**config.mk**
```make
export PLATFORM = sky130hd
export DESIGN_NAME = sorted_priority_queue_core_flat
export DESIGN_NICKNAME = d
export VERILOG_FILES = /design/src/design/spq_pkg.sv /design/src/design/spq_if.sv /design/src/design/sorted_priority_queue_core.sv /design/src/design/spq_ctrl.sv /design/src/design/spq_dp.sv /design/src/flat_wrapper.sv
export VERILOG_INCLUDE_DIRS = /design/src /design/src/design
export SDC_FILE = /design/constraint.sdc
export NUM_CORES = 2
export LEC_CHECK = 0
export ABC_AREA = 0
export BUFFER_PORTS_ARGS = -buffer_cell sky130_fd_sc_hd__buf_4
export CAP_MARGIN = 30
export CORE_AREA = 2 2 412 414
export CTS_BUF_LIST = sky130_fd_sc_hd__clkbuf_2
export DETAILED_ROUTE_END_ITERATION = 10
export DIE_AREA = 0 0 414 416
export HOLD_SLACK_MARGIN = 0.1
export PLACE_DENSITY = 0.48
export SETUP_SLACK_MARGIN = 0.4
export SYNTH_ARGS = -nofsm -noshare
export SYNTH_HDL_FRONTEND = slang
export SYNTH_HIERARCHICAL = 1
export SYNTH_SLANG_ARGS = --single-unit
```
**constraint.sdc**
```tcl
create_clock -name clk_i -period 5.25 [get_ports clk_i]
set_input_delay 0.7875 -clock clk_i [delete_from_list [all_inputs] [get_ports clk_i]]
set_output_delay 0.7875 -clock clk_i [all_outputs]
set_load 0.01 [all_outputs]
```
**src/design/sorted_priority_queue_core_assert.svh**
```systemverilog
// ----------------------------------------------------------------------------
// Assertion macros for the sorted priority queue
// Shared property wrappers with clocking and reset disable built in.
// ----------------------------------------------------------------------------
`ifndef SORTED_PRIORITY_QUEUE_CORE_ASSERT_SVH
`define SORTED_PRIORITY_QUEUE_CORE_ASSERT_SVH

// Check a property at every rising edge outside reset
`define SPQ_ASSERT(lbl, clk, rst_n, prop, msg) \
  lbl: assert property (@(posedge clk) disable iff (!rst_n) (prop)) else $error(msg);

// Check that a condition never holds outside reset
`define SPQ_ASSERT_NEVER(lbl, clk, rst_n, cond, msg) \
  lbl: assert property (@(posedge clk) disable iff (!rst_n) !(cond)) else $error(msg);

`endif

```
**src/design/spq_pkg.sv**
```systemverilog
// ----------------------------------------------------------------------------
// spq_pkg
// Types, sizes and codes shared by the sorted priority queue modules.
// ----------------------------------------------------------------------------
package spq_pkg;

  localparam int unsigned CAPACITY = 16;
  localparam int unsigned DATA_W   = 32;
  localparam int unsigned CNT_W    = $clog2(CAPACITY + 1);
  localparam int unsigned STAT_W   = 2;

  // Request commands
  localparam logic CMD_INSERT = 1'b0;
  localparam logic CMD_REMOVE = 1'b1;

  // Result status codes
  localparam logic [STAT_W-1:0] STATUS_OK    = 2'd0;
  localparam logic [STAT_W-1:0] STATUS_EMPTY = 2'd1;
  localparam logic [STAT_W-1:0] STATUS_FULL  = 2'd2;

  typedef logic signed [DATA_W-1:0] data_t;
  typedef logic [CNT_W-1:0]         count_t;
  typedef logic [STAT_W-1:0]        status_t;

  // Controller to datapath command
  typedef struct packed {
    logic    insert;
    logic    remove;
    logic    load;
    status_t status;
    count_t  count_cur;
    count_t  count_next;
  } spq_cmd_t;

endpackage

```
**src/design/spq_if.sv**
```systemverilog
// ----------------------------------------------------------------------------
// spq_if
// Request and result channels of the sorted priority queue.
// ----------------------------------------------------------------------------
interface spq_in_if;
  import spq_pkg::*;

  logic  valid;
  logic  ready;
  logic  command;
  data_t value;

  modport source (output valid, command, value, input ready);
  modport sink   (input valid, command, value, output ready);
endinterface

interface spq_out_if;
  import spq_pkg::*;

  logic    valid;
  logic    ready;
  data_t   removed_value;
  status_t status;
  logic    now_empty;
  count_t  entry_count;

  modport source (output valid, removed_value, status, now_empty, entry_count, input ready);
  modport sink   (input valid, removed_value, status, now_empty, entry_count, output ready);
endinterface

```
**src/design/sorted_priority_queue_core.sv**
```systemverilog
// ----------------------------------------------------------------------------
// sorted_priority_queue_core
// Bounded ascending priority queue of signed 32-bit values.
// ----------------------------------------------------------------------------
// Usage:
//   in_i carries one request per handshake: command 0 inserts value in sorted
//   position (ahead of equal values), command 1 removes the minimum.
//   out_o returns exactly one result per request, in request order: the
//   removed value (zero unless a remove succeeded), a status (ok, remove
//   from empty, insert into full dropped), the empty flag and the count.
//   A request accepted at one edge has its result registered and valid
//   after that edge. Throughput is one request per cycle while each result
//   is taken, set by the update of the row of compare cells with the entries.
//   A result register separates the two channels; while the receiver stalls
//   the result holds and in_i.ready stays low, and a request is taken in the
//   same cycle the held result is taken.
//   Reset empties the queue and drops any pending result; entry contents are
//   not cleared, only entries below the count are ever read.
// ----------------------------------------------------------------------------
module sorted_priority_queue_core (
  input  logic      clk_i,
  input  logic      rst_ni,
  spq_in_if.sink    in_i,
  spq_out_if.source out_o
);
  import spq_pkg::*;

  spq_cmd_t cmd;

  // Control: acceptance, count and status
  spq_ctrl u_ctrl (
    .clk_i        (clk_i),
    .rst_ni       (rst_ni),
    .in_valid_i   (in_i.valid),
    .in_command_i (in_i.command),
    .in_ready_o   (in_i.ready),
    .out_valid_o  (out_o.valid),
    .out_ready_i  (out_o.ready),
    .cmd_o        (cmd)
  );

  // Datapath: sorted entries and result register
  spq_dp u_dp (
    .clk_i           (clk_i),
    .cmd_i           (cmd),
    .value_i         (in_i.value),
    .removed_value_o (out_o.removed_value),
    .status_o        (out_o.status),
    .now_empty_o     (out_o.now_empty),
    .entry_count_o   (out_o.entry_count)
  );

endmodule

```
**src/design/spq_ctrl.sv**
```systemverilog
// ----------------------------------------------------------------------------
// spq_ctrl
// Request acceptance, fill count, status decode and result register control.
// ----------------------------------------------------------------------------
`include "sorted_priority_queue_core_assert.svh"

module spq_ctrl (
  input  logic              clk_i,
  input  logic              rst_ni,
  input  logic              in_valid_i,
  input  logic              in_command_i,
  output logic              in_ready_o,
  output logic              out_valid_o,
  input  logic              out_ready_i,
  output spq_pkg::spq_cmd_t cmd_o
);
  import spq_pkg::*;

  localparam logic ST_IDLE = 1'b0;
  localparam logic ST_HOLD = 1'b1;

  logic   state_q, state_d;
  count_t count_q, count_d;
  logic   accept;
  logic   full;
  logic   empty;

  // Take a request whenever the result register is free or being drained
  assign in_ready_o  = (state_q == ST_IDLE) || out_ready_i;
  assign accept      = in_valid_i && in_ready_o;
  assign out_valid_o = (state_q == ST_HOLD);
  assign full        = (count_q == CNT_W'(CAPACITY));
  assign empty       = (count_q == '0);

  // Decode the request into a datapath command
  always_comb begin
    count_d          = count_q;
    cmd_o            = '0;
    cmd_o.count_cur  = count_q;
    if (accept) begin
      cmd_o.load = 1'b1;
      if (in_command_i == CMD_INSERT) begin
        if (full) begin
          cmd_o.status = STATUS_FULL;
        end else begin
          cmd_o.insert = 1'b1;
          count_d      = count_q + CNT_W'(1);
        end
      end else begin
        if (empty) begin
          cmd_o.status = STATUS_EMPTY;
        end else begin
          cmd_o.remove = 1'b1;
          count_d      = count_q - CNT_W'(1);
        end
      end
    end
    cmd_o.count_next = count_d;
  end

  // Track result register occupancy
  always_comb begin
    state_d = state_q;
    unique case (state_q)
      ST_IDLE: begin
        if (accept) state_d = ST_HOLD;
      end
      ST_HOLD: begin
        if (out_ready_i && !accept) state_d = ST_IDLE;
      end
      default: state_d = ST_IDLE;
    endcase
  end

  always_ff @(posedge clk_i or negedge rst_ni) begin
    if (!rst_ni) begin
      state_q <= ST_IDLE;
      count_q <= '0;
    end else begin
      state_q <= state_d;
      count_q <= count_d;
    end
  end

  `SPQ_ASSERT(a_count_bound, clk_i, rst_ni, count_q <= CNT_W'(CAPACITY), "count above capacity")
  `SPQ_ASSERT_NEVER(a_ins_rem, clk_i, rst_ni, cmd_o.insert && cmd_o.remove, "insert and remove")
  `SPQ_ASSERT(a_ins_count, clk_i, rst_ni, cmd_o.insert |=> count_q == $past(count_q) + CNT_W'(1), "insert count")
  `SPQ_ASSERT(a_load_hold, clk_i, rst_ni, cmd_o.load |=> out_valid_o, "result lost")

endmodule

```
**src/design/spq_dp.sv**
```systemverilog
// ----------------------------------------------------------------------------
// spq_dp
// Sorted entry array of compare cells and the result register.
// ----------------------------------------------------------------------------
module spq_dp (
  input  logic              clk_i,
  input  spq_pkg::spq_cmd_t cmd_i,
  input  spq_pkg::data_t    value_i,
  output spq_pkg::data_t    removed_value_o,
  output spq_pkg::status_t  status_o,
  output logic              now_empty_o,
  output spq_pkg::count_t   entry_count_o
);
  import spq_pkg::*;

  data_t   entries_q [CAPACITY];
  data_t   entries_d [CAPACITY];
  logic    take      [CAPACITY];
  data_t   rv_q;
  status_t status_q;
  logic    empty_q;
  count_t  count_q;

  // One compare cell per entry; the new value lands at the first taking cell
  for (genvar i = 0; i < CAPACITY; i++) begin : g_cell
    assign take[i] = (CNT_W'(i) >= cmd_i.count_cur) || (entries_q[i] >= value_i);

    always_comb begin
      entries_d[i] = entries_q[i];
      if (cmd_i.insert && take[i]) begin
        if (i == 0) begin
          entries_d[i] = value_i;
        end else begin
          entries_d[i] = take[(i > 0) ? i - 1 : 0] ? entries_q[(i > 0) ? i - 1 : 0] : value_i;
        end
      end else if (cmd_i.remove) begin
        if (i < CAPACITY - 1) begin
          entries_d[i] = entries_q[(i < CAPACITY - 1) ? i + 1 : i];
        end
      end
    end

    // Shift or hold the entry
    always_ff @(posedge clk_i) begin
      if (cmd_i.insert || cmd_i.remove) entries_q[i] <= entries_d[i];
    end
  end

  // Capture the result of the step
  always_ff @(posedge clk_i) begin
    if (cmd_i.load) begin
      rv_q     <= cmd_i.remove ? entries_q[0] : '0;
      status_q <= cmd_i.status;
      empty_q  <= (cmd_i.count_next == '0);
      count_q  <= cmd_i.count_next;
    end
  end

  assign removed_value_o = rv_q;
  assign status_o        = status_q;
  assign now_empty_o     = empty_q;
  assign entry_count_o   = count_q;

endmodule

```
**src/flat_wrapper.sv**
```systemverilog
// flat-port wrapper written by rule: the top's interface ports become plain ports
module sorted_priority_queue_core_flat import spq_pkg::*;
  (clk_i, rst_ni, in_i_valid, in_i_command, in_i_value, in_i_ready, out_o_valid, out_o_removed_value, out_o_status, out_o_now_empty, out_o_entry_count, out_o_ready);
  spq_in_if in_i_i ();
  spq_out_if out_o_i ();
  input  logic clk_i;
  input  logic rst_ni;
  input wire logic [$bits(in_i_i.valid)-1:0] in_i_valid;
  input wire logic [$bits(in_i_i.command)-1:0] in_i_command;
  input wire logic [$bits(in_i_i.value)-1:0] in_i_value;
  output wire logic [$bits(in_i_i.ready)-1:0] in_i_ready;
  output wire logic [$bits(out_o_i.valid)-1:0] out_o_valid;
  output wire logic [$bits(out_o_i.removed_value)-1:0] out_o_removed_value;
  output wire logic [$bits(out_o_i.status)-1:0] out_o_status;
  output wire logic [$bits(out_o_i.now_empty)-1:0] out_o_now_empty;
  output wire logic [$bits(out_o_i.entry_count)-1:0] out_o_entry_count;
  input wire logic [$bits(out_o_i.ready)-1:0] out_o_ready;
  assign in_i_i.valid = in_i_valid;
  assign in_i_i.command = in_i_command;
  assign in_i_i.value = in_i_value;
  assign in_i_ready = in_i_i.ready;
  assign out_o_valid = out_o_i.valid;
  assign out_o_removed_value = out_o_i.removed_value;
  assign out_o_status = out_o_i.status;
  assign out_o_now_empty = out_o_i.now_empty;
  assign out_o_entry_count = out_o_i.entry_count;
  assign out_o_i.ready = out_o_ready;
  sorted_priority_queue_core u_core (.clk_i(clk_i), .rst_ni(rst_ni), .in_i(in_i_i), .out_o(out_o_i));
endmodule
```
# Yosys cells after proc, flatten, opt, wreduce, memory -nomap -nowiden
# Memories as Yosys holds them, arrays and structs flattened.
# Index checks and enable logic that the tools add are counted.
# W data, S select, Z words.
[classes]
addsub = 2
order_cmp = 32
eq_ne = 1
mux = 63
bitwise = 1
reduce_logical = 39
[ops]
columns = ["op", "count"]
rows = [
  ["$mux W32", 46],
  ["$ge A32 B32 Y1", 16],
  ["$ge A4 B5 Y1 const A", 8],
  ["$mux W5", 5],
  ["$ge A3 B5 Y1 const A", 4],
  ["$logic_and A1 B1 Y1", 18],
  ["$logic_or A1 B1 Y1", 18],
  ["$ge A1 B5 Y1 const A", 2],
  ["$ge A2 B5 Y1 const A", 2],
  ["$logic_not A5 Y1", 2],
  ["$mux W1", 9],
  ["$add A5 B1 Y5 const B", 1],
  ["$eq A5 B5 Y1 const B", 1],
  ["$sub A5 B1 Y5 const B", 1],
  ["$mux W2", 2],
  ["$pmux W1 S2", 1],
  ["$logic_not A1 Y1", 1],
  ["$not A1 Y1", 1],
]
[word_totals]
register_bits = 46
ram_bits = 512
out_inout_bits = 42
word_cells = 145
n_memories = 1
[memory_table]
columns = ["memory", "depth", "word_bits", "read_ports", "rd_clocked_by_memory_dff", "wr", "line_no", "source"]
rows = [
  ["u_core.u_dp.entries_q", 16, 32, 16, 0, 16, "spq_dp.sv:16", "data_t entries_q [CAPACITY];"],
]

# Longest topological paths before layout
[depth]
word_depth = 7
ltp_mapped = 15
depth_no_buf = 10

# Hierarchy
# The synthesis kept the hierarchy.
[modules_own_cells]
columns = ["mod", "n_inst", "cells_each", "area_per_inst_um2"]
rows = [
  ["spq_dp", 1, 3768, 39515.4],
  ["spq_ctrl", 1, 57, 505.5],
]

# Worst setup path after synthesis
# OpenSTA, ideal clock, no wires.
[synth_timing]
kind = "in2reg"
start = "in in_i_value[9]"
end = "mem u_core/u_dp/entries_q[7][32] (netlist bit), enable pin"
arrival_time_ps = 4798
required_ps = 4809
setup_slack_ps = 11
path_stages = 12
cell_sequence = "clkbuf_1 clkbuf_1 inv_1 ha_1 a21o_1 a21o_1 a211o_1 o211ai_1 a41oi_1 a311oi_1 mux2i_1 a31oi_1"
[synth_lines]
columns = ["element", "line_no", "source"]
rows = [
  ["start: declaration", "flat_wrapper.sv:10", "input wire logic [$bits(in_i_i.value)-1:0] in_i_value;"],
  ["end: declaration", "spq_dp.sv:16", ""],
]

==> impl_metrics.ini <==
[critical_path]
slowest_delay_ns = 0.79
crit_path_frequent_cell = buf_4
r2r_cells = 9
r2r_end = u_core/u_dp/entries_q[7][21]
cp.arrival_ns = 5.41
rr_startpoint = u_core/u_dp/entries_q[7][15]
critPathKind = input port to register
cpMaxStageDelayCell = nor4_1
startpoint_type = input port
crit_fanout = 32
required_ns = 6.34
endpoint_kind = register
ff2ff_setup_slack_ns = 1.11
path_cells = dlygate4sd3_1, buf_4, inv_1, ha_1, nand4_1, nor4_1, o21ai_0, a31oi_1, mux2i_4, nor2_4, or2_2, buf_4

[route]
vias = 30797
vias_per_cell = 4.86
wire_per_inst_um = 20.1
remaining_drc_errors = 0
drt_iter0_markers = 2158
ant_nets = 0
drtPass1Iterations = 6
wirelength_um = 127000

[clocking]
cts_tree = done
clock-root-buffer = clkbuf_2
ctsResizeCount = 0
clock_path_buffers = 3
clock_latency_ns = 1.49
cts_buffers = 169
clock_sinks = 558
cts_max_level = 4
clk_pin_slew_ns = 0.09

[hold_path]
hold_depth = 4
hold_start = in_i_command
hp-class = input port to register
min_to = u_core/u_ctrl/count_q[4]

[logic_synthesis]
synth-main-ff-cell = edfxtp_1
synth_top_cell_by_area = edfxtp_1
ys.warnings.count = 6
synthCells = 3825
synth_area_um2 = 40000
synth_edf_count = 552
ys_async_sr_fraction_pct = 1.08
synth.ff_latch_count = 558
ys_seq_area_share_pct = 41.8
yosys-top-cells-area = edfxtp_1 41%, ha_1 16%, mux2i_1 8.2%
synth_top_area_share_pct = 41.4
syn_avg_cell_area_um2 = 10.5
synth_fp_nets = 4376
yosysUniqueCellTypes = 78

[floorplanning]
core_um2 = 168000
rows = 151
dieHeight_um = 416
start_util_pct = 23.8
ioPinCount = 79
dieArea_um2 = 172000
die_w_um = 414

[pwr]
p_leak_nw = 18.7
ir_drop_v = 0.000238
p_per_area_nw_per_um2 = 370

[sta]
tns_ns = 0
hold_viol = 0
rsz0062_at_grt = false
finalSetupViolations = 0
min_period_over_period_pct = 82.3
fin_worst_skew_ns = 0.0968
fin_crit_ns = 4.32
max-slew-margin-rel_pct = 31.5
max_freq_ghz = 0.231
slew_viol_final = 0
worst_pin_slew_ns = 1.03
fin_ws_ns = 0.928

[placed_design]
place.port_buffers = 78
post-place-ws_ns = 0.178
dpl.hpwl_um = 97300
gp_congestion = 0.842
postPlaceCellArea_um2 = 43700
dp_cells = 6013

[global_route]
grt_max_degree = 65
grt_pass1_vias = 31348
grt_pass1_wl_um = 194000
grt_use_total_pct = 14.5
antenna_found_initial = 5
grt-ovfl-total = 0

[final_layout]
fin_nets = 4560
final_util_pct = 27.2
drive_above_1_share_pct = 17.2
final_cell_mix = 552 x edfxtp_1, 514 x ha_1, 424 x nand2_1
final_common_cell = edfxtp_1
final_area_um2 = 45700
area_growth_pct = 14.1
final_cells = 6336

[job]
maxCapViolations = 0

[outcome]
outcome = finished clean
[cells by family (layout without fill, tap and decap cells)]
group,Yosys count,after routing,share of synthesized area [%]
simple gates,958,958,11.6
compound gates,954,954,13.4
flops,558,558,41.8
fa+ha+maj,514,514,16.1
mux,485,485,12.9
buf+inv,349,632,4.14
xor+xnor,7,7,0.153
other cells,0,10,0
[cell type report]
class / instances / area, µm²
Clock buffer: 238 / 1190
Tap cell: 2218 / 2780
Antenna cell: 10 / 25.0
Inverter: 101 / 379
Multi-Input combinational cell: 2918 / 21900
Clock inverter: 32 / 298
Fill cell: 17741 / 122000
Timing Repair Buffer: 261 / 2400
Sequential cell: 558 / 16700
[synth_stat cells (33+ instances only)]
library cell / n
mux2i_1: 327
o21ai_0: 287
mux2_2: 132
nor2_1: 142
nand3_1: 113
ha_1: 514
nand4_1: 83
edfxtp_1: 552
nand2_1: 424
buf_2: 70
a21oi_1: 310
clkbuf_1: 131
o21ai_1: 125
and2_1: 33
inv_1: 101
a31oi_1: 78
[worst max-delay path, delay by kind of cell]
| family | cells | cell delay [ns] |
|---|---|---|
| AOI/OAI and AO/OA | 2 | 0.89 |
| adders and majority gates | 1 | 0.46 |
| buffers and inverters | 4 | 1.55 |
| muxes | 1 | 0.41 |
| and+or+nand+nor | 4 | 1.28 |
[flip-flops by register name (all words and copies together) (netlist names)]
name / cells
u_core/u_ctrl/count_q: 5
u_core/u_ctrl/out_valid_o: 1
u_core/u_dp/removed_value_o: 32
u_core/u_dp/entry_count_o: 5
u_core/u_dp/now_empty_o: 1
u_core/u_dp/status_o: 2
u_core/u_dp/entries_q: 512
[per-layer routing]
metal  GRT usage [%]  up-vias  routed length, µm
li1                -    14970                  -
met1            19.4    14768              58900
met2            23.8      824              58800
met3            2.06      233               5640
met4            5.34        2               3900
met5               0        -                 13
[power breakdown]
group | internal, mW | switching (mW) | total [mW]
clock | 1.49 | 2.04 | 3.53
sequential | 6.00 | 0.668 | 6.66
combinational | 2.75 | 3.95 | 6.70
[through the flow]
| stage | power (mW) | hold WS (ns) |
|---|---|---|
| 3_3_place_gp | 13.3 | 0.535 |
| 3_5_place_dp | 13.4 | 0.541 |
| 5_1_grt | 18.1 | 0.259 |
| 2_1_floorplan | 11.3 | 0.492 |
| 6_report | 16.9 | 0.369 |
| 4_1_cts | 17.1 | 0.124 |
[how the worst max path moves through the flow]
stage	start	end	cells after the start
final	in_i_value[8]	u_core/u_dp/entries_q[7][21]	12
after global routing	in_i_value[8]	u_core/u_dp/entries_q[7][21]	12
after CTS	u_core/u_dp/entries_q[7][15]	u_core/u_dp/entries_q[7][23]	9
after detailed placement	in_i_value[27]	u_core/u_dp/entries_q[4][42]	11
after global placement	in_i_value[27]	u_core/u_dp/entries_q[4][42]	11
after floorplan	in_i_value[9]	u_core/u_dp/entries_q[7][32]	12
[what timing repair did]
item | CTS | global route
endpoints found under the hold margin | 581 | 0
buffers inserted | 0 | 0
hold buffers | 43 | 0
No activity file was read; power rests on OpenSTA's default activity.
